**src/sv/rcps_pkg.sv**
```systemverilog
// Shared types, constants and helper functions for the raycast column pixel shader.
// No dependencies; every other file of the block imports this package.
package rcps_pkg;

    // Screen and texture geometry
    localparam int SCREEN_HEIGHT = 512;
    localparam int SCREEN_WIDTH  = 1024;
    localparam int TEXTURE_SIZE  = 64;

    // Field widths
    localparam int ROW_W    = 9;
    localparam int COL_W    = 10;
    localparam int SPAN_W   = 10;
    localparam int HEIGHT_W = 16;
    localparam int TCOL_W   = 6;
    localparam int TADDR_W  = 14;
    localparam int COLOR_W  = 24;
    localparam int ADDR_W   = 19;
    localparam int TROW_W   = $clog2(TEXTURE_SIZE);
    localparam int TEX_ID_W = TADDR_W - 2 * TROW_W;
    localparam int TEX_DEPTH = 2 ** TADDR_W;

    // Texel row arithmetic: signed half-pixel offset, its halved magnitude and the
    // numerator of the fraction (distance times texture size)
    localparam int SUM_W = HEIGHT_W + 2;
    localparam int D_W   = HEIGHT_W;
    localparam int NUM_W = D_W + TROW_W;
    localparam int REM_W = HEIGHT_W;

    localparam int QUEUE_DEPTH = 4;

    // Configuration port
    localparam int CFG_IDX_W  = 3;
    localparam int CFG_DATA_W = COLOR_W;

    typedef enum logic [CFG_IDX_W-1:0] {
        CFG_TEXTURED_MODE,
        CFG_SKY_COLOR,
        CFG_FLOOR_COLOR,
        CFG_COLOR_X_POSITIVE,
        CFG_COLOR_X_NEGATIVE,
        CFG_COLOR_Y_POSITIVE,
        CFG_COLOR_Y_NEGATIVE
    } cfg_reg_t;

    localparam logic [COLOR_W-1:0] SKY_COLOR_RST   = 24'h00C8FF;
    localparam logic [COLOR_W-1:0] FLOOR_COLOR_RST = 24'hB38B6D;
    localparam logic [COLOR_W-1:0] X_POS_COLOR_RST = 24'hFF0000;
    localparam logic [COLOR_W-1:0] X_NEG_COLOR_RST = 24'hFFFF00;
    localparam logic [COLOR_W-1:0] Y_POS_COLOR_RST = 24'hFF00FF;
    localparam logic [COLOR_W-1:0] Y_NEG_COLOR_RST = 24'h0000FF;

    // Request kinds
    localparam logic REQ_SHADE = 1'b0;
    localparam logic REQ_WRITE = 1'b1;

    typedef struct packed {
        logic                req_type;
        logic [ROW_W-1:0]    row;
        logic [COL_W-1:0]    column;
        logic [SPAN_W-1:0]   draw_start;
        logic [SPAN_W-1:0]   draw_end;
        logic [HEIGHT_W-1:0] wall_height;
        logic [TCOL_W-1:0]   tex_column;
        logic                wall_axis;
        logic                step_sign;
        logic [TADDR_W-1:0]  texel_address;
        logic [COLOR_W-1:0]  texel_color;
    } req_t;

    typedef struct packed {
        logic [ADDR_W-1:0]  pixel_address;
        logic [COLOR_W-1:0] pixel_color;
    } pix_t;

    typedef struct packed {
        logic               textured_mode;
        logic [COLOR_W-1:0] sky_color;
        logic [COLOR_W-1:0] floor_color;
        logic [COLOR_W-1:0] color_x_positive;
        logic [COLOR_W-1:0] color_x_negative;
        logic [COLOR_W-1:0] color_y_positive;
        logic [COLOR_W-1:0] color_y_negative;
    } cfg_t;

    // Classified item handed from the front end to the back end
    typedef struct packed {
        logic                is_write;
        logic                use_tex;
        logic [COLOR_W-1:0]  color;
        logic [ADDR_W-1:0]   pixel_address;
        logic [D_W-1:0]      half_offset;
        logic [HEIGHT_W-1:0] height;
        logic [TEX_ID_W-1:0] tex_id;
        logic [TCOL_W-1:0]   tex_column;
        logic [TADDR_W-1:0]  texel_address;
        logic [COLOR_W-1:0]  texel_color;
    } work_t;

    // One divider stage: item plus partial remainder, remaining numerator bits and
    // the low quotient bits collected so far
    typedef struct packed {
        work_t              item;
        logic [REM_W-1:0]   rem;
        logic [NUM_W-1:0]   num;
        logic [TROW_W-1:0]  quo;
    } div_t;

    // x/positive -> 3, x/negative -> 1, y/positive -> 2, y/negative -> 0
    function automatic logic [TEX_ID_W-1:0] tex_id_of(input logic axis, input logic sign);
        return {sign, ~axis};
    endfunction

    // One restoring division step on the next numerator bit
    function automatic div_t div_step(input div_t s);
        logic [REM_W:0] trial;
        logic [REM_W:0] divisor;
        logic           fits;
        div_t           r;
        r       = s;
        trial   = {s.rem, s.num[NUM_W-1]};
        divisor = {1'b0, s.item.height};
        fits    = (trial >= divisor);
        r.rem   = fits ? REM_W'(trial - divisor) : REM_W'(trial);
        r.num   = {s.num[NUM_W-2:0], 1'b0};
        r.quo   = {s.quo[TROW_W-2:0], fits};
        return r;
    endfunction

endpackage

```
**src/sv/rcps_front.sv**
```systemverilog
// Front end: accepts requests, classifies them and forms the queue entry.
// Depends on rcps_pkg.
module rcps_front
    import rcps_pkg::*;
(
    input  logic  req_valid,
    output logic  req_stall,
    input  req_t  req,
    input  cfg_t  cfg,
    input  logic  queue_full,
    output logic  push,
    output work_t push_item
);

    logic [SUM_W-1:0]   twice;
    logic [SUM_W-1:0]   magn;
    logic               in_floor;
    logic               in_sky;
    logic [COLOR_W-1:0] flat_color;

    // Accept whenever the queue has room
    assign req_stall = queue_full;
    assign push      = req_valid && !queue_full;

    // Half-pixel offset from the wall centre, then its halved magnitude
    assign twice = SUM_W'({req.row, 1'b0}) + SUM_W'(req.wall_height) - SUM_W'(SCREEN_HEIGHT);
    assign magn  = twice[SUM_W-1] ? (~twice + 1'b1) : twice;

    // Region of the column
    assign in_floor = ({1'b0, req.row} >= req.draw_end);
    assign in_sky   = ({1'b0, req.row} < req.draw_start);

    // Flat wall colour by axis and step sign
    always_comb
    begin
        case ({req.wall_axis, req.step_sign})
            2'b00:   flat_color = cfg.color_x_negative;
            2'b01:   flat_color = cfg.color_x_positive;
            2'b10:   flat_color = cfg.color_y_negative;
            2'b11:   flat_color = cfg.color_y_positive;
            default: flat_color = cfg.color_x_negative;
        endcase
    end

    // Build the queue entry
    always_comb
    begin
        push_item.is_write      = (req.req_type == REQ_WRITE);
        push_item.use_tex       = !in_floor && !in_sky && cfg.textured_mode;
        push_item.color         = in_floor ? cfg.floor_color :
                                  in_sky   ? cfg.sky_color   : flat_color;
        push_item.pixel_address = ADDR_W'(req.row) * ADDR_W'(SCREEN_WIDTH)
                                + ADDR_W'(req.column);
        push_item.half_offset   = magn[D_W:1];
        push_item.height        = req.wall_height;
        push_item.tex_id        = tex_id_of(req.wall_axis, req.step_sign);
        push_item.tex_column    = req.tex_column;
        push_item.texel_address = req.texel_address;
        push_item.texel_color   = req.texel_color;
    end

endmodule

```
**config.mk**
```make
export PLATFORM = sky130hd
export DESIGN_NAME = rcps_front
export DESIGN_NICKNAME = d
export VERILOG_FILES = /design/src/sv/rcps_pkg.sv /design/src/sv/rcps_front.sv
export SDC_FILE = /design/constraint.sdc
export NUM_CORES = 1
export LEC_CHECK = 0
export BUFFER_PORTS_ARGS = -buffer_cell sky130_fd_sc_hd__buf_2
export CAP_MARGIN = 20
export CORE_AREA = 2 2 144 146
export DETAILED_ROUTE_END_ITERATION = 12
export DIE_AREA = 0 0 146 148
export PLACE_DENSITY = 0.52
export SYNTH_ARGS = -nofsm -noshare
export SYNTH_HDL_FRONTEND = slang
export SYNTH_SLANG_ARGS = --single-unit
export TNS_END_PERCENT = 5
```
**constraint.sdc**
```tcl
create_clock -name vclk -period 5.31
set_input_delay 0.531 -clock vclk [all_inputs]
set_output_delay 0.531 -clock vclk [all_outputs]
set_load 0.02 [all_outputs]
```
* After elaboration in Yosys (flattened, before gate mapping)
Index checks and enable logic that the tools add are counted.
** Storage, ports and cells
- Register bits after elaboration :: 0
** Cells by class
- $add $sub $neg :: 4
- Magnitude comparators :: 2
- Equal/unequal tests :: 3
- Mux-type cells :: 4
- Bitwise gates (word level) :: 2
- Reduce and logical (&&, ||, !) cells :: 7
** Operators with widths (number)
- $pmux W24 S4 :: 1
- $mux W24 :: 2
- $add A19 B10 Y19 :: 1
- $sub A17 B10 Y18 const B :: 1
- $add A10 B16 Y17 :: 1
- $add A17 B1 Y17 const B :: 1
- $mux W17 :: 1
- $not A17 Y17 :: 1
- $ge A9 B10 Y1 :: 1
- $lt A9 B10 Y1 :: 1
- $eq A2 B2 Y1 const B :: 2
- $logic_and A1 B1 Y1 :: 3
- $logic_not A1 Y1 :: 3
- $eq A2 B1 Y1 const B :: 1
- $logic_not A2 Y1 :: 1
- $not A1 Y1 :: 1

* Longest topological paths before layout
- Word-level depth :: 5
- Depth in mapped cells :: 12
- Depth with buffers taken out :: 12

* Least setup slack after synthesis
Ideal clock, no wire load.
- Path kind :: in2out
- From :: input port req[48] (netlist name)
- To :: output port push_item[77] (netlist name)
- Data arrival time :: 3.282 ns
- Data required time :: 4.779 ns
- Slack :: 1.497 ns
- Cell stages on the path :: 11
- Cell sequence :: ha_1 -> ha_1 -> fa_1 -> a211oi_1 -> o21ai_0 -> a31oi_1 -> xnor2_1 -> nor2_1 -> and4bb_4 -> a41oi_2 -> xnor2_1
** RTL lines
- start: declaration :: line rcps_front.sv:8 : input req_t req,
- end: declaration :: line rcps_front.sv:12 : output work_t push_item

==> qor.yml <==
synth.avg_cell_area_sq_um: 8.85
drtIter0Drc: 60
path_delay_family: "compound AO/OA/AOI/OAI gates"
layout-drive-gt1-share: 0.641
portBuffers: 264
gp_congestion: 0.786
finalPower_mw: 0.563
synth.area.mux_share: 0.326
grt_pass1_wl_microns: 18600
die_area_sq_um: 21600
synth_cell_types: 51
grt_pass1_vias: 3403
seq_power_share: 0
drt-total-wl_microns: 12700
fin_ws_ns: 1.13
synthesis.nets: 670
power_density_nw_per_um2: 129
min_path_type: "input pin to output pin"
antennaDiodeCount: 0
synth_top_area_frac: 0.184
worstHoldEndpoint: "push_item[80]"
viasPerCell: 4.09
cp-end-kind: "output pin"
fin_crit_sh: 0.788
synth_xor_area_frac: 0.0602
dpl_worst_slack_ns: 1.16
ant_nets: 0
fmax_ghz: 0.239
rows: 52
final_util: 0.218
p_sw_mw: 0.307
ys_top_cells_by_count: "82 x buf_4, 48 x mux2_2, 42 x ha_1"
rsz0062_at_grt: "no"
synthAdderAreaFrac: 0.163
drc_errors: 0
die_x_microns: 146
clkbuf_count: 0
final-setup-viol-count: 0
synth-compound-area-share: 0.132
netSwitchingFraction: 0.545
p_int_mw: 0.256
yosys_warnings: 0
synth_top_cell_by_area: "buf_4"
status: "complete, no violations"
critPathMaxFanout: 4
critPathBufInv: 2
initial_core_util: 0.167
hold_violations: 0
fillCellCount: 2283
regArea_sq_um: 0
grt_overflow: 0
p_clk_frac: 0
maxSlewViolCount: 0
design.core.area_sq_um: 20000
top_level_ports: 374
holdCritStartpoint: "req[84]"
slew_headroom: 0.436
wl_per_cell_microns: 15.4
p_leak_nw: 2.28
synth_top_family_by_area: "multiplexers"
min_period_ns: 4.18
cp_cell_sequence: "buf_2, ha_1, ha_1, fa_1, a211oi_1, o21ai_0, a31oi_1, xnor2_1, nor2_1, and4bb_4, a41oi_2, xnor2_1, buf_2"
required_ns: 4.78
yosys.area_share.simple: 0.0816
place_inst: 822
grt_usage: 0.110
syn2layout_area_growth_pct: 30.8
cp_data_arrival_time_ns: 3.65
grt_max_degree: 26
crit_path_start_kind: "input pin"
crit_slowest_cell: "fa_1"
die_h_microns: 148
grt_antenna_before_repair: 1
synth_area_sq_um: 3340
ys_top_cells_by_area: "buf_4 18%, mux2_2 16%, mux4_2 16%"
drt_first_pass_iters: 4
synthCells: 378
hold_depth: 0
p_comb_frac: 1.000
dp.final_hpwl_microns: 11700
criticalPathCategory: "input pin to output pin"
vias: 3360
cap_violations: 0
yosysMostFrequentCell: "buf_4"
peakVddDrop_v: 0.0000486
ys_seq_area_frac: 0
instances_no_fill: 822
worst_pin_slew_ns: 0.846
cts-resized-gates: 0
final_nets: 846
cp_slowest_stage_delay_ns: 0.45
multi_input_area_sq_um: 2560
nFlopsAndLatches: 0
postCtsSetupBuffers: 0
holdBufCountCts: 0
tns_ns: 0
-- power by group through the flow --
stage                     sequential, mW  combinational (mW)  clock [mW]
after detailed placement               0               0.570           0
after global placement                 0               0.567           0
after floorplan                        0               0.437           0
final                                  0               0.563           0
after CTS                              0               0.573           0
after global routing                   0               0.618           0
-- layout by cell type, fill, tap and decap left out, drive strengths merged, types with 9 or more instances in the layout --
master    n
buf     266
mux4     24
nor2     15
xnor2    16
a21oi    15
ha       42
mux2     48
inv      36
a21o      9
o21ai    10
nand2    10
-- metal layers --
metal / wire [microns] / GRT usage / vias up
li1: - / - / 1638
met1: 5000 / 0.130 / 1516
met2: 6440 / 0.206 / 206
met3: 1270 / 0.0349 / 0
met4: 0 / 0 / 0
met5: 0 / 0 / -
-- how the worst max path moves through the flow --
stage / from / endpoint / cells after the start
final: req[93] / push_item[77] / 13
after global routing: req[48] / push_item[77] / 13
after CTS: req[93] / push_item[77] / 13
after detailed placement: req[93] / push_item[77] / 13
after global placement: req[93] / push_item[77] / 13
after floorplan: req[48] / push_item[77] / 11
-- kinds of logic after synthesis --
family | Yosys count
AO/OA/AOI/OAI | 60
buffers and inverters | 128
XOR/XNOR | 23
AND/OR/NAND/NOR | 51
multiplexers | 73
adder cells (fa/ha/maj) | 43
-- final cells by class --
cell class,count,area share
Multi-Input combinational cell,250,0.586
Timing Repair Buffer,266,0.306
Tap cell,270,0.0773
Inverter,36,0.0309
-- metrics by stage --
stage	instance area, sq um	hold slack, ns
5_1_grt	4370	1.06
6_report	4370	1.06
3_3_place_gp	4370	1.06
2_1_floorplan	3340	1.14
3_5_place_dp	4370	1.06
4_1_cts	4370	1.06
Power figures use the tool's default switching activity.
