**src/sv/rcps_pkg.sv**
```systemverilog
// Shared types, constants and helper functions for the raycast column pixel shader.
// No dependencies; every other file of the block imports this package.
package rcps_pkg;

    // Screen and texture geometry
    localparam int SCREEN_HEIGHT = 512;
    localparam int SCREEN_WIDTH  = 1024;
    localparam int TEXTURE_SIZE  = 64;

    // Field widths
    localparam int ROW_W    = 9;
    localparam int COL_W    = 10;
    localparam int SPAN_W   = 10;
    localparam int HEIGHT_W = 16;
    localparam int TCOL_W   = 6;
    localparam int TADDR_W  = 14;
    localparam int COLOR_W  = 24;
    localparam int ADDR_W   = 19;
    localparam int TROW_W   = $clog2(TEXTURE_SIZE);
    localparam int TEX_ID_W = TADDR_W - 2 * TROW_W;
    localparam int TEX_DEPTH = 2 ** TADDR_W;

    // Texel row arithmetic: signed half-pixel offset, its halved magnitude and the
    // numerator of the fraction (distance times texture size)
    localparam int SUM_W = HEIGHT_W + 2;
    localparam int D_W   = HEIGHT_W;
    localparam int NUM_W = D_W + TROW_W;
    localparam int REM_W = HEIGHT_W;

    localparam int QUEUE_DEPTH = 4;

    // Configuration port
    localparam int CFG_IDX_W  = 3;
    localparam int CFG_DATA_W = COLOR_W;

    typedef enum logic [CFG_IDX_W-1:0] {
        CFG_TEXTURED_MODE,
        CFG_SKY_COLOR,
        CFG_FLOOR_COLOR,
        CFG_COLOR_X_POSITIVE,
        CFG_COLOR_X_NEGATIVE,
        CFG_COLOR_Y_POSITIVE,
        CFG_COLOR_Y_NEGATIVE
    } cfg_reg_t;

    localparam logic [COLOR_W-1:0] SKY_COLOR_RST   = 24'h00C8FF;
    localparam logic [COLOR_W-1:0] FLOOR_COLOR_RST = 24'hB38B6D;
    localparam logic [COLOR_W-1:0] X_POS_COLOR_RST = 24'hFF0000;
    localparam logic [COLOR_W-1:0] X_NEG_COLOR_RST = 24'hFFFF00;
    localparam logic [COLOR_W-1:0] Y_POS_COLOR_RST = 24'hFF00FF;
    localparam logic [COLOR_W-1:0] Y_NEG_COLOR_RST = 24'h0000FF;

    // Request kinds
    localparam logic REQ_SHADE = 1'b0;
    localparam logic REQ_WRITE = 1'b1;

    typedef struct packed {
        logic                req_type;
        logic [ROW_W-1:0]    row;
        logic [COL_W-1:0]    column;
        logic [SPAN_W-1:0]   draw_start;
        logic [SPAN_W-1:0]   draw_end;
        logic [HEIGHT_W-1:0] wall_height;
        logic [TCOL_W-1:0]   tex_column;
        logic                wall_axis;
        logic                step_sign;
        logic [TADDR_W-1:0]  texel_address;
        logic [COLOR_W-1:0]  texel_color;
    } req_t;

    typedef struct packed {
        logic [ADDR_W-1:0]  pixel_address;
        logic [COLOR_W-1:0] pixel_color;
    } pix_t;

    typedef struct packed {
        logic               textured_mode;
        logic [COLOR_W-1:0] sky_color;
        logic [COLOR_W-1:0] floor_color;
        logic [COLOR_W-1:0] color_x_positive;
        logic [COLOR_W-1:0] color_x_negative;
        logic [COLOR_W-1:0] color_y_positive;
        logic [COLOR_W-1:0] color_y_negative;
    } cfg_t;

    // Classified item handed from the front end to the back end
    typedef struct packed {
        logic                is_write;
        logic                use_tex;
        logic [COLOR_W-1:0]  color;
        logic [ADDR_W-1:0]   pixel_address;
        logic [D_W-1:0]      half_offset;
        logic [HEIGHT_W-1:0] height;
        logic [TEX_ID_W-1:0] tex_id;
        logic [TCOL_W-1:0]   tex_column;
        logic [TADDR_W-1:0]  texel_address;
        logic [COLOR_W-1:0]  texel_color;
    } work_t;

    // One divider stage: item plus partial remainder, remaining numerator bits and
    // the low quotient bits collected so far
    typedef struct packed {
        work_t              item;
        logic [REM_W-1:0]   rem;
        logic [NUM_W-1:0]   num;
        logic [TROW_W-1:0]  quo;
    } div_t;

    // x/positive -> 3, x/negative -> 1, y/positive -> 2, y/negative -> 0
    function automatic logic [TEX_ID_W-1:0] tex_id_of(input logic axis, input logic sign);
        return {sign, ~axis};
    endfunction

    // One restoring division step on the next numerator bit
    function automatic div_t div_step(input div_t s);
        logic [REM_W:0] trial;
        logic [REM_W:0] divisor;
        logic           fits;
        div_t           r;
        r       = s;
        trial   = {s.rem, s.num[NUM_W-1]};
        divisor = {1'b0, s.item.height};
        fits    = (trial >= divisor);
        r.rem   = fits ? REM_W'(trial - divisor) : REM_W'(trial);
        r.num   = {s.num[NUM_W-2:0], 1'b0};
        r.quo   = {s.quo[TROW_W-2:0], fits};
        return r;
    endfunction

endpackage

```
**src/sv/rcps_queue.sv**
```systemverilog
// Short queue between the front and back ends of the shader.
// Depends on rcps_pkg.
module rcps_queue
    import rcps_pkg::*;
(
    input  logic  clk,
    input  logic  rst_n,
    input  logic  push,
    input  work_t push_item,
    output logic  full,
    input  logic  pop,
    output logic  head_valid,
    output work_t head
);

    localparam int PTR_W = $clog2(QUEUE_DEPTH);

    work_t            slot_reg [QUEUE_DEPTH];
    logic [PTR_W-1:0] wr_ptr_reg;
    logic [PTR_W-1:0] rd_ptr_reg;
    logic [PTR_W:0]   count_reg;
    logic [PTR_W:0]   count_next;

    assign full       = (count_reg == (PTR_W+1)'(QUEUE_DEPTH));
    assign head_valid = (count_reg != '0);
    assign head       = slot_reg[rd_ptr_reg];

    always_comb
    begin
        count_next = count_reg;
        if (push && !pop)
        begin
            count_next = count_reg + 1'b1;
        end
        else if (pop && !push)
        begin
            count_next = count_reg - 1'b1;
        end
    end

    // Advance pointers and count
    always_ff @(posedge clk or negedge rst_n)
    begin
        if (!rst_n)
        begin
            wr_ptr_reg <= '0;
            rd_ptr_reg <= '0;
            count_reg  <= '0;
        end
        else
        begin
            if (push)
            begin
                wr_ptr_reg <= wr_ptr_reg + 1'b1;
            end
            if (pop)
            begin
                rd_ptr_reg <= rd_ptr_reg + 1'b1;
            end
            count_reg <= count_next;
        end
    end

    // Store the entry
    always_ff @(posedge clk)
    begin
        if (push)
        begin
            slot_reg[wr_ptr_reg] <= push_item;
        end
    end

    a_count_bound: assert property (@(posedge clk) disable iff (!rst_n)
        count_reg <= (PTR_W+1)'(QUEUE_DEPTH))
        else $error("queue count beyond depth");

    a_count_track: assert property (@(posedge clk) disable iff (!rst_n)
        (push && !pop) |=> (count_reg == $past(count_reg) + 1'b1))
        else $error("queue count missed a push");

endmodule

```
**config.mk**
```make
export PLATFORM = sky130hd
export DESIGN_NAME = rcps_queue
export DESIGN_NICKNAME = d
export VERILOG_FILES = /design/src/sv/rcps_pkg.sv /design/src/sv/rcps_queue.sv
export SDC_FILE = /design/constraint.sdc
export NUM_CORES = 1
export LEC_CHECK = 0
export ABC_AREA = 1
export BUFFER_PORTS_ARGS = -buffer_cell sky130_fd_sc_hd__buf_2
export CAP_MARGIN = 10
export CORE_MARGIN = 3
export CORE_UTILIZATION = 60
export CTS_BUF_LIST = sky130_fd_sc_hd__clkbuf_4
export CTS_CLUSTER_DIAMETER = 40
export DETAILED_ROUTE_END_ITERATION = 16
export PLACE_DENSITY_LB_ADDON = 0.3
export SYNTH_ARGS = -nofsm -noshare
export SYNTH_HDL_FRONTEND = slang
export SYNTH_SLANG_ARGS = --single-unit
```
**constraint.sdc**
```tcl
create_clock -name clk -period 4.8 [get_ports clk]
set_clock_uncertainty 0.1 [all_clocks]
set_input_delay 0.96 -clock clk [delete_from_list [all_inputs] [get_ports clk]]
set_output_delay 0.96 -clock clk [all_outputs]
set_load 0.03 [all_outputs]
```
* Word level (Yosys, flattened, before mapping) *
Memories as Yosys holds them, arrays and structs flattened.
Cells that the tools add are included.

cells by class
  reduce and logical (&&, ||, !) cells = 6
  add/subtract/negate cells = 4
  eq/ne operators = 1
  mux-type cells = 4

operators with widths
  kind                                                                count
  3-bit 2-to-1 mux                                                    2
  2-bit by 1-bit adder with 2-bit output, second input constant       2
  3-bit by 1-bit adder with 3-bit output, second input constant       1
  3-bit equality test, second input constant                          1
  3-bit nonzero test                                                  1
  3-bit by 1-bit subtractor with 3-bit output, second input constant  1
  1-bit logical AND                                                   2
  1-bit logical NOT                                                   2
  1-bit 2-to-1 mux                                                    2
  2-bit nonzero test                                                  1

storage, ports and cells
  output and inout bits = 125
  input port bits = 127
  memories = 1
  register bits after elaboration = 7
  logic and storage cells = 19
  bits in writable memories = 492

memory list
  name      depth  width  read ports  clocked after Yosys merged registers in  write ports  RTL line          RTL
  slot_reg  4      123    1           0                                        1            rcps_queue.sv:18  work_t slot_reg [QUEUE_DEPTH];

* Longest topological paths before layout *
Gate-level depths: netlist (run 1).

  depth after elaboration = 4
  mapped depth = 9
  mapped depth without buffers = 9

* Worst setup path after synthesis (run 1) *
No wires, ideal clock.

  path type = in2reg
  from = in push
  to = mem slot_reg[0][0] (netlist name), enable pin
  buffers on the path = 1
  arrival = 3.638 ns
  slack = 0.586 ns
  stages = 3
  library setup time = 0.476 ns
  cells stage by stage = clkbuf_1 > nand2_1 > inv_1

between the ends
  cells in the longest elaborated chain, start to end = 2

ends and longest elaborated chain
  item                                    RTL line          RTL
  start, declared                         rcps_queue.sv:8   input logic push,
  1-bit 2-to-1 mux                        rcps_queue.sv:67  if (push)
  1-bit 2-to-1 mux (implied by the code)  rcps_queue.sv:69  slot_reg[wr_ptr_reg] <= push_item;
  end, declared                           rcps_queue.sv:18

Every way passes these cells.

==> results of run 1 <==
-- cells in the mapped netlist, types with 3 or more instances --
library cell,n
sky130_fd_sc_hd__clkbuf_1,6
sky130_fd_sc_hd__inv_1,257
sky130_fd_sc_hd__buf_4,14
sky130_fd_sc_hd__dfrtp_1,7
sky130_fd_sc_hd__xor2_1,3
sky130_fd_sc_hd__o211ai_1,246
sky130_fd_sc_hd__edfxtp_1,492
sky130_fd_sc_hd__buf_2,22
sky130_fd_sc_hd__buf_6,41
sky130_fd_sc_hd__nand2_1,383
sky130_fd_sc_hd__ha_1,5
-- kinds of logic (layout without fill, tap and decap cells) --
logic type / count (synthesis) / in the layout
AO/OA/AOI/OAI: 247 / 247
XOR/XNOR: 4 / 4
buffers and inverters: 341 / 736
AND/OR/NAND/NOR: 387 / 387
flip-flops: 499 / 499
other: 0 / 9
adder cells (fa/ha/maj): 6 / 6
-- path summary, 6_finish.rpt --
check	endpoint	slack, ns	depth (start not counted)
min in group asynchronous	count_reg[1]$_DFFE_PN0P_	0.50	2
worst max register to register	slot_reg[0][117]$_DFFE_PP_	2.54	5
worst max-delay path	head[17]	0.69	4
max in group asynchronous	rd_ptr_reg[0]$_DFFE_PN0P_	3.90	2
worst min-delay path	slot_reg[2][94]$_DFFE_PP_	0.30	1
worst min register to register	count_reg[2]$_DFFE_PN0P_	0.40	2
-- what timing repair did --
action | 4_1_cts | 5_1_grt
endpoints found under the hold margin | 7 | 0
hold buffers | 1 | 0
endpoints found under the setup margin | 0 | 0
-- where the power goes --
part	leakage, nW	switching, mW	internal (mW)	total [mW]
clock network	1.00	1.58	2.14	3.72
registers	4.60	0.286	5.70	5.99
logic	3.82	4.32	1.52	5.85
total	9.43	6.19	9.37	15.6
-- metal layers --
| metal | part of all wire (%) | up-vias |
|---|---|---|
| met4 | 2.6 | 22 |
| met1 | 40 | 5771 |
| li1 | - | 5882 |
| met5 | 0.32 | - |
| met2 | 49 | 388 |
| met3 | 8.7 | 108 |
-- cell type report --
| cell class | instances | area (sq um) |
|---|---|---|
| sequential | 499 | 15000 |
| tap | 442 | 553 |
| inverter | 258 | 991 |
| antenna | 9 | 22.5 |
| clock inverter | 22 | 245 |
| clock buffer | 193 | 1450 |
| timing repair buffer | 263 | 1440 |
| multi-input combinational | 644 | 3430 |
| fill | 2241 | 9620 |
==> impl_results.md, run 1 <==
- Result of the run: finished, final reports clean
- Xor-xnor portion of the synthesized cell area: less than 1%
- Setup slack after layout: 0.690 ns
- Slowest CP cell: sky130_fd_sc_hd__buf_4
- Row Count: 66
- Commonest register cell after synthesis: sky130_fd_sc_hd__edfxtp_1
- Dpl cell area: around 0.021 sq mm
- Yosys top cell by area: sky130_fd_sc_hd__edfxtp_1
- Gate family responsible for the most delay along the worst path: buffers and inverters
- Data required time of the critical path: around 3.7 ns
- Maximum frequency from static timing analysis: about 240 MHz
- Path type of the worst setup path: register to output pin
- Count of placed standard cells including taps: 2,105
- Worst-margin pin slew: around 1.1 ns
- Post-Synthesis Cell Area: about 0.02 sq mm
- Final hold viol count: 0
- Die Outline Area: 0.0356 sq mm
- Via-per-instance ratio: between 5 and 6
- Count of pins on the block boundary: about 250
- Met3 usage: slightly below 9%
- Relative slew slack: about 28%
- Final worst-path cycle share: between 80 and 90%
- Largest driver fanout on the critical path: 83
- Number of synthesized register bits: ~500
- Ratio of cells with drive above 1 in the final layout: 25.1%
- Dpl hpwl: between 20 and 25 mm
- Number of port buffers: around 250
- Number of synthesis warnings: 0
- Clock sink count: between 400 and 500
- Place WS: roughly 1.5 ns
- Mux share of post-synthesis cell area: 0%
- Number of distinct library cell variants in the gate-level netlist after synthesis: 19
- Post-detailed-routing wire length: just under 40 mm
- Finished Layout Cells: 2,330
- Busiest layer in global routing: met2
- Post-route design area: between 0.02 and 0.025 sq mm
- Number of antenna violations at the first check in global routing: 18
- Worst min-delay path category: primary input to register
- Cell count after synthesis: between 1k and 1.5k
- Root Buffer: sky130_fd_sc_hd__clkbuf_4
- Adder-cell share of the synthesized area: less than 1%
- Final-layout worst hold slack: between 0.2 and 0.3 ns
- Start point of the critical path: rd_ptr_reg[1]$_DFFE_PN0P_
- Critical Path Source Type: register
- TritonCTS Buffers: 130
- 1st-pass router iterations: 5
- Cell-by-cell trace of the critical path: buf_4 -> o211ai_1 -> nand2_1 -> buf_2
- Overall Power: around 16 mW
- Max VDD drop: about 480 uV
- Power density cells: 674 mW/mm^2
- Maximum number of pins on one net before global-route repair: between 200 and 250
- Routed wire per std cell: approximately 17 um
- Total via count in the routed design: 12.2k
- Max FFs per register: about 500
- Wire length of the first global-routing pass: slightly above 60 mm
- Largest family of logic cells by synthesized area: compound AO/OA/AOI/OAI gates
- Endpoint type of the worst setup path: output pin
- Clock insertion delay at the later pin of the skew report: about 0.73 ns
- Residual DRC count: 0
- Unrepaired setup endpoints after global routing: no
- Post-synth net total: between 1.5k and 2k
- Global-route track usage on met1: about 27%
- Number of levels in the clock H-tree: 4
- Overflow after GRT: 0
- Most common cell after layout, fill and taps aside: sky130_fd_sc_hd__edfxtp_1
- Resized Gates After CTS: 0
- Async set-reset flop share out of synthesis: under 10%
- Core area: ~0.033 sq mm
- Vias in the first global route: 12.3k
- Total Routing Usage GR: between 20 and 25%
- Sequential fraction of the synthesis area: between 70% and 80%
- Complex-gate fraction of the synthesized area: a little under a tenth
- Top area cells in the synthesized netlist: sky130_fd_sc_hd__edfxtp_1 (74%), sky130_fd_sc_hd__o211ai_1 (9.2%), sky130_fd_sc_hd__nand2_1 (7.2%)
- Die width: ~190 um
- Summed negative setup slack over all endpoints: 0 ns
- Final nets: approximately 1.9k
- Area share of and/or/nand/nor cells after synthesis: approximately 7.3%
- Height of the die: approximately 190 um
- Post-CTS setup buffer count: 0
- Final count of pins violating max slew: 0
- EDFF count, synth: about 490
- Origin of the worst min-delay path: push_item[94]
- GPL Wtd Cong: between 0.7 and 0.8
- Remaining number of nets flagged by the antenna check after routing: 0
- Clock buffer depth: 3
- Critical path buffer and inverter count: 2
- Leakage power total: 9.43 nW
- Starting density of the core: about three fifths
- Final standard cell utilization of the core: just over 70%
- Minimum clock period after layout: ~4.1 ns
- Syn-to-layout area delta: 15.1%
- # Max-Cap Violations: 0
- DRC violation total after the first TritonRoute iteration: approximately 850
- Arrival time at the worst endpoint: 3.05 ns
- CTS tree: built
- Crit path largest cell delay: around 0.82 ns
- Mapped Avg Cell Area: between 10 and 15 sq um
- Worst-path clk slew: about 0.070 ns
- Most frequent cells in the layout: sky130_fd_sc_hd__edfxtp_1 (492), sky130_fd_sc_hd__nand2_1 (383), sky130_fd_sc_hd__inv_1 (253), sky130_fd_sc_hd__buf_2 (251), sky130_fd_sc_hd__o211ai_1 (246)
- Met2 Use GR: a little over a third
- Area share of the largest cell type after synthesis: ~74%
- Final number of setup-violating endpoints: 0
- Launch point of the worst reg-to-reg path: wr_ptr_reg[0]$_DFFE_PN0P_
Note: power is estimated with default switching activity, not from simulation.
==> run 2: changes to the inputs <==
Settings changed: BUFFER_PORTS_ARGS -buffer_cell sky130_fd_sc_hd__buf_2 to -buffer_cell sky130_fd_sc_hd__buf_4.
==> impl_results.md, run 2 (same netlist as run 1, synthesis figures left out) <==
- Most frequent cells in the layout: sky130_fd_sc_hd__edfxtp_1 (492), sky130_fd_sc_hd__nand2_1 (383), sky130_fd_sc_hd__buf_4 (254), sky130_fd_sc_hd__inv_1 (253), sky130_fd_sc_hd__o211ai_1 (246)
- Power density cells: 666 mW/mm^2 (-1.2%)
- Number of antenna violations at the first check in global routing: 2 (-16)
- Root Buffer: sky130_fd_sc_hd__clkbuf_4
- GPL Wtd Cong: 0.766 (about the same)
- 1st-pass router iterations: 5 (unchanged)
- TritonCTS Buffers: 119 (-8.5%)
- Count of cells along the worst register-to-register path: 5 (unchanged)
- Starting density of the core: 61.3% (unchanged)
- Data required time of the critical path: 3.74 ns (about the same)
- Wire length of the first global-routing pass: 62.5 mm (+1.4%)
- Count of pins on the block boundary: 252 (unchanged)
- Max VDD drop: 626 uV (+31%)
- Ratio of cells with drive above 1 in the final layout: 23.6% (-1.6 points)
- Clock buffer depth: 3 (unchanged)
- Total via count in the routed design: 12.1k (-0.54%)
- Final worst-path cycle share: 82.0% (-3.7 points)
- Slack of the worst reg-to-reg path: 2.47 ns (-0.07 ns)
- Critical Path Source Type: register
- Height of the die: 189 um (unchanged)
- Fill cell instance count of the final layout: 2,213 (-1.2%)
- # Max-Cap Violations: 0 (unchanged)
- Path type of the worst setup path: register to output pin
- Largest driver fanout on the critical path: 55 (-34%)
- Clock sink count: 499 (unchanged)
- Total Routing Usage GR: 22.4% (+0.22 points)
- Post-detailed-routing wire length: 39.8 mm (+0.49%)
- Dpl hpwl: 22.4 mm (-0.52%)
- Worst hold path stage count: 1 (unchanged)
- Endpoint type of the worst setup path: output pin
- Remaining number of nets flagged by the antenna check after routing: 0 (unchanged)
- Routed wire per std cell: 17.1 um (+0.71%)
- Clock insertion delay at the later pin of the skew report: 0.78 ns (+0.05 ns)
- RR Endpoint: slot_reg[0][105]$_DFFE_PP_
- Overflow after GRT: 0 (unchanged)
- Number of levels in the clock H-tree: 3 (-1)
- Arrival time at the worst endpoint: 2.88 ns (-0.17 ns)
- Max FFs per register: 492 (unchanged)
- Summed negative setup slack over all endpoints: 0 ns (unchanged)
- Worst-margin pin slew: 1.24 ns (+0.154 ns)
- Core area: 0.0327 sq mm (unchanged)
- CTS tree: built
- Relative slew slack: 17.6% (-10 points)
- Start point of the critical path: rd_ptr_reg[1]$_DFFE_PN0P_
- Worst-path clk slew: 0.07 ns (about the same)
- Most common cell after layout, fill and taps aside: sky130_fd_sc_hd__edfxtp_1
- Total area of sequential cells: 0.0150 sq mm (unchanged)
- Setup slack after layout: 0.865 ns (+0.175 ns)
- Final number of setup-violating endpoints: 0 (unchanged)
- Worst setup path end: head[84]
- Leakage power total: 9.51 nW (+0.88%)
- Syn-to-layout area delta: 17.1%
- Minimum clock period after layout: 3.94 ns (-0.175 ns)
- Final nets: 1,917 (-0.62%)
- Maximum frequency from static timing analysis: 254 MHz (+4.5%)
- Result of the run: finished, final reports clean
- DRC violation total after the first TritonRoute iteration: 741 (-12%)
- Residual DRC count: 0 (unchanged)
- Number of port buffers: 251 (unchanged)
- Final-layout worst hold slack: 0.273 ns (-0.0249 ns)
- Worst min-delay path category: primary input to register
- Row Count: 66 (unchanged)
- Launch point of the worst reg-to-reg path: wr_ptr_reg[0]$_DFFE_PN0P_
- Die width: 189 um (unchanged)
- Via-per-instance ratio: 5.21 (-0.33%)
- Maximum number of pins on one net before global-route repair: 261 (+12%)
- Unrepaired setup endpoints after global routing: no
- Final hold viol count: 0 (unchanged)
- Total area of multi-input combinational cells: 0.00343 sq mm (unchanged)
- Vias in the first global route: 12.4k (+0.76%)
- Place WS: 1.62 ns (+0.150 ns)
- Final count of pins violating max slew: 0 (unchanged)
- Die Outline Area: 0.0356 sq mm (unchanged)
## run 2: changes by cell type in the layout (fill, tap and decap cells not counted), moves of 5 or more
cell	before	now
sky130_fd_sc_hd__buf_2	251	0
sky130_fd_sc_hd__buf_4	4	254
sky130_fd_sc_hd__bufinv_16	6	1
sky130_fd_sc_hd__clkbuf_4	193	167
sky130_fd_sc_hd__clkinv_1	12	43
sky130_fd_sc_hd__diode_2	9	2
## run 2: critical path: stages, from the launching register on
cell and delay (ns):
sky130_fd_sc_hd__dfrtp_4 0.66, sky130_fd_sc_hd__inv_4 0.58, sky130_fd_sc_hd__buf_12 0.36, sky130_fd_sc_hd__o211ai_1 0.15
sky130_fd_sc_hd__nand2_1 0.14, sky130_fd_sc_hd__buf_4 0.17
## run 2: worst min-delay path by stage
stage	startpoint	endpoint	slack, ns
floorplan	count_reg[2]$_DFFE_PN0P_	count_reg[2]$_DFFE_PN0P_	0.34
global placement	count_reg[2]$_DFFE_PN0P_	count_reg[2]$_DFFE_PN0P_	0.36
detailed placement	count_reg[2]$_DFFE_PN0P_	count_reg[2]$_DFFE_PN0P_	0.39
CTS	push_item[90]	slot_reg[1][90]$_DFFE_PP_	0.21
global route	push_item[90]	slot_reg[1][90]$_DFFE_PP_	0.20
finish	push_item[90]	slot_reg[0][90]$_DFFE_PP_	0.27
## run 2: cell type report
type                            instances  area share, %
Sequential cell                       499           63.7
Multi-Input combinational cell        644           14.6
Timing Repair Buffer                  262           8.77
Clock buffer                          167           5.34
Inverter                              258           4.22
Tap cell                              442           2.36
Clock inverter                         51          0.954
Antenna cell                            2         0.0213
## run 2: what timing repair did
action | in CTS | in global routing
buffers inserted | 0 | 0
endpoints found under the hold margin | 7 | 0
resized for setup | 0 | 0
hold buffers | 1 | 0
## run 2: through the flow
step	std cells	util [%]	power, mW	cell area (sq um)
after floorplan	1484	-	10.6	20000
after global placement	2104	67.2	12.4	22000
after detailed placement	2104	67.2	12.5	22000
after CTS	2323	71.7	15.8	23500
after global routing	2325	71.8	16.6	23500
final	2325	71.8	15.6	23500
## run 2: routing by layer
metal  GRT usage [%]  share of wire [%]  up-vias
met5               0                  0        -
met4            8.77                2.4        0
met3            8.13                8.8       79
met2            37.9                 50      386
met1            26.4                 39     5782
li1                -                  -     5858
## run 2: power by group
group / internal (mW) / total, mW / switching, mW
logic: 2.00 / 6.42 / 4.42
clock network: 1.66 / 3.26 / 1.60
registers: 5.70 / 5.95 / 0.245
